### src/design/aldt_pkg.sv
package aldt_pkg;
	localparam int TableEntries = 16;
	localparam int KeysPerEntry = 32;
	localparam int EIdxW = $clog2(TableEntries);
	localparam int KIdxW = $clog2(KeysPerEntry);
	localparam int ECntW = $clog2(TableEntries + 1);
	localparam int KCntW = $clog2(KeysPerEntry + 1);
	localparam int KeyMemDepth = TableEntries * KeysPerEntry;
	localparam int KeyMemAw = $clog2(KeyMemDepth);

	typedef logic [1:0] cmd_t;
	localparam cmd_t CMD_ADD_KEY = 2'd0;
	localparam cmd_t CMD_ADD_ADDR = 2'd1;
	localparam cmd_t CMD_PRUNE = 2'd2;
	localparam cmd_t CMD_UNUSED = 2'd3;

	typedef logic [2:0] status_t;
	localparam status_t ST_NEW = 3'd0;
	localparam status_t ST_APPENDED = 3'd1;
	localparam status_t ST_PRESENT = 3'd2;
	localparam status_t ST_TABLE_FULL = 3'd3;
	localparam status_t ST_KEYS_FULL = 3'd4;
	localparam status_t ST_PRUNED = 3'd5;
	localparam status_t ST_KEPT = 3'd6;

	localparam logic [1:0] REG_COLD = 2'd0;
	localparam logic [1:0] REG_WARM = 2'd1;
	localparam logic [1:0] REG_KEY = 2'd2;
	localparam logic [1:0] REG_ADDR = 2'd3;

	typedef struct packed {
		logic [15:0] cold;
		logic [15:0] warm;
		logic [15:0] key;
		logic [15:0] addr;
	} cost_cfg_t;
endpackage

### src/design/aldt_cfg_regs.sv
module aldt_cfg_regs (
	input  logic                clk,
	input  logic                arst_n,
	input  logic                psel,
	input  logic                penable,
	input  logic                pwrite,
	input  logic [3:0]          paddr,
	input  logic [31:0]         pwdata,
	output logic [31:0]         prdata,
	output logic                pready,
	output aldt_pkg::cost_cfg_t cfg
);
	import aldt_pkg::*;
	cost_cfg_t cfg_q;
	logic wr;
	assign pready = 1'b1;
	assign wr = psel & penable & pwrite;
	always_ff @(posedge clk or negedge arst_n) begin
		if (!arst_n) begin
			cfg_q <= '{cold: 16'd2100, warm: 16'd100, key: 16'd1900, addr: 16'd2400};
		end else if (wr && paddr[1:0] == 2'b00) begin
			case (paddr[3:2])
				REG_COLD: cfg_q.cold <= pwdata[15:0];
				REG_WARM: cfg_q.warm <= pwdata[15:0];
				REG_KEY:  cfg_q.key <= pwdata[15:0];
				REG_ADDR: cfg_q.addr <= pwdata[15:0];
				default: ;
			endcase
		end
	end
	always_comb begin
		prdata = '0;
		if (paddr[1:0] == 2'b00) begin
			case (paddr[3:2])
				REG_COLD: prdata = {16'd0, cfg_q.cold};
				REG_WARM: prdata = {16'd0, cfg_q.warm};
				REG_KEY:  prdata = {16'd0, cfg_q.key};
				REG_ADDR: prdata = {16'd0, cfg_q.addr};
				default:  prdata = '0;
			endcase
		end
	end
	assign cfg = cfg_q;
endmodule

### config.mk
export PLATFORM = sky130hd
export DESIGN_NAME = aldt_cfg_regs
export DESIGN_NICKNAME = d
export VERILOG_FILES = /design/src/design/aldt_pkg.sv /design/src/design/aldt_cfg_regs.sv
export SDC_FILE = /design/constraint.sdc
export NUM_CORES = 1
export LEC_CHECK = 0
export BUFFER_PORTS_ARGS = -buffer_cell sky130_fd_sc_hd__buf_2
export CELL_PAD_IN_SITES_DETAIL_PLACEMENT = 1
export CELL_PAD_IN_SITES_GLOBAL_PLACEMENT = 1
export CORE_MARGIN = 2
export CORE_UTILIZATION = 35
export DETAILED_ROUTE_END_ITERATION = 7
export PLACE_DENSITY_LB_ADDON = 0.1
export SLEW_MARGIN = 20
export SYNTH_ARGS = -nofsm -noshare
export SYNTH_HDL_FRONTEND = slang
export SYNTH_SLANG_ARGS = --single-unit
### constraint.sdc
create_clock -name clk -period 2.22 [get_ports clk]
set_clock_uncertainty 0.2 [all_clocks]
set_input_delay 0.222 -clock clk [delete_from_list [all_inputs] [get_ports clk]]
set_output_delay 0.222 -clock clk [all_outputs]
set_load 0.1 [all_outputs]
==> flow_summary.json <==
{
  "cellLeakagePower_nw": 2.15,
  "critPathKind": "reg2out",
  "grt_pass1_wl_um": 12600,
  "rsz0062_at_grt": "no",
  "status": "complete, no violations",
  "pwr-share-comb_pct": 44.9,
  "filler_cell_count": 968,
  "crit_arrival_ns": 1.70,
  "cts_resized": 0,
  "drc": 0,
  "pwr-share-clk_pct": 22.0,
  "routed_via_density": 4.79,
  "grt_overflow": 0,
  "finalHoldViolCount": 0,
  "num_antenna_cells": 0,
  "final_cell_mix": "buf_2 (104), mux2_2 (34), mux2_4 (30)",
  "max_cap_viol_count": 0,
  "grt_antenna_before_repair": 0,
  "ys_seq_elements": 64,
  "layout_commonest_cell": "buf_2",
  "cts.sinks": 64,
  "cp_max_fo": 3,
  "seqPwrFrac_pct": 33.1,
  "cts_tree": "yes",
  "final_util_pct": 47.8,
  "synthCells": 197,
  "cts_inserted_buffers": 9,
  "wirelength_um": 8040,
  "power.density_nw_per_um2": 1030,
  "grt_pass1_vias": 2223,
  "dp_cells": 416,
  "die_area_um2": 10200,
  "worst_pin_slew_ns": 0.497,
  "maxSlewHeadroom_pct": 66.8,
  "tns_ns": 0,
  "setup_slack_ns": 0.100,
  "avgRoutedWirePerCell_um": 17.9,
  "dr.pass1.iters": 4,
  "clk_pin_slew_ns": 0.07,
  "yosysSeqAreaShare_pct": 49.6,
  "synthDistinctLibCells": 17,
  "min_path_type": "in2async",
  "max_freq_mhz": 472,
  "yosys_warnings": 0,
  "largest_reg_flops": 64,
  "avgSynthCellArea_um2": 16.6,
  "p_int_mw": 2.33,
  "power_switching_mw": 2.18,
  "clock_path_buffers": 2,
  "final_nets": 374,
  "switching_share_pct": 48.3,
  "drive_gt1_share_pct": 82.0,
  "die_height_um": 101,
  "port_buffers": 104,
  "routabilityCongestion": 0.701,
  "final_max_slew_viol_count": 0,
  "vdd_drop_max_mv": 0.422,
  "chipWidth_um": 101,
  "grt_max_degree": 65,
  "final_antenna_net_count": 0,
  "num_rows": 35,
  "coreArea_um2": 9150,
  "synth_area_um2": 3280,
  "cts_root_buffer": "clkbuf_8",
  "track_usage_pct": 16.6,
  "clk_latency_ns": 0.33,
  "place_hpwl_um": 5660,
  "required_ns": 1.80,
  "htreeDepth": 3,
  "vias": 2151,
  "final.period_utilization_pct": 95.5,
  "start_util_pct": 35.8,
  "drtIter0Drc": 31,
  "setup_violations": 0,
  "cp-start-kind": "flip-flop",
  "final_cells": 449,
  "dp_slack_ns": 0.225,
  "fin_crit_ns": 2.12,
  "ios": 138,
  "area_growth_pct": 33.4,
  "endpoint_kind": "output pin"
}
-- final cells by class --
cell class | instances | area, um^2 | area share [%]
sequential | 64 | 1650 | 37.8
timing repair buffer | 137 | 836 | 19.1
multi-input combinational | 119 | 1550 | 35.4
clock inverter | 4 | 45.0 | 1.03
inverter | 2 | 7.51 | 0.172
clock buffer | 12 | 145 | 3.32
tap | 111 | 139 | 3.18
-- cell families after synthesis --
logic type             synth area share (%)
other                                 0.229
and+or+nand+nor                        6.53
muxes                                  36.4
DFF                                    49.6
buffers and inverters                  7.25
-- repair_timing --
action                    4_1_cts  5_1_grt
hold buffers                   17        0
hold endpoints to repair      128        0
buffers inserted                0        0
-- power groups by stage --
stage	sequential [mW]	combinational [mW]	clock (mW)
global route	1.52	2.08	1.08
finish	1.49	2.02	0.990
floorplan	2.64	0.593	0
global placement	1.51	2.00	0
CTS	1.50	2.03	1.03
detailed placement	1.51	2.01	0
-- critical path: stages (launching register included) --
cell and delay, ns:
dfrtp_1 0.41, mux4_2 0.46, and2b_2 0.21, buf_2 0.29
-- stage by stage --
step           instance area, um^2  hold slack (ns)  power (mW)
2_1_floorplan                 3440           -0.274        3.23
3_3_place_gp                  4010           0.0687        3.51
3_5_place_dp                  4010           0.0668        3.52
4_1_cts                       4370            0.239        4.56
5_1_grt                       4370            0.247        4.68
6_report                      4370            0.230        4.51
-- synthesized netlist by cell type (all sizes together) --
library cell / instances / share of area, %
buf: 25 / 6.8
mux4: 16 / 11
nand3: 1 / 0.15
dfstp: 18 / 14
or2: 1 / 0.27
nor2b: 10 / 1.9
inv: 2 / 0.23
clkbuf: 2 / 0.23
nor4: 4 / 2.6
conb: 2 / 0.23
and2b: 6 / 1.6
mux2: 64 / 25
dfrtp: 46 / 35
-- per-layer routing --
metal / vias up / wire length (um) / global-route usage, %
met1: 1125 / 3720 / 22.7
met4: 0 / 74 / 5.06
li1: 950 / - / -
met5: - / 0 / 0
met3: 7 / 372 / 4.30
met2: 69 / 3870 / 26.1
-- path summary, 6_finish.rpt --
path / start / endpoint / slack (ns) / cells past startpoint
max: cfg[3] / prdata[3] / 0.10 / 3
min: arst_n / cfg[60] / 0.23 / 3
max reg2reg: cfg[35] / cfg[35] / 1.22 / 1
min reg2reg: cfg[44] / cfg[44] / 0.33 / 1
max in group asynchronous: arst_n / cfg[50] / 1.25 / 3
min in group clk: paddr[3] / cfg[41] / 0.29 / 4
(Power assumes the default switching activity.)
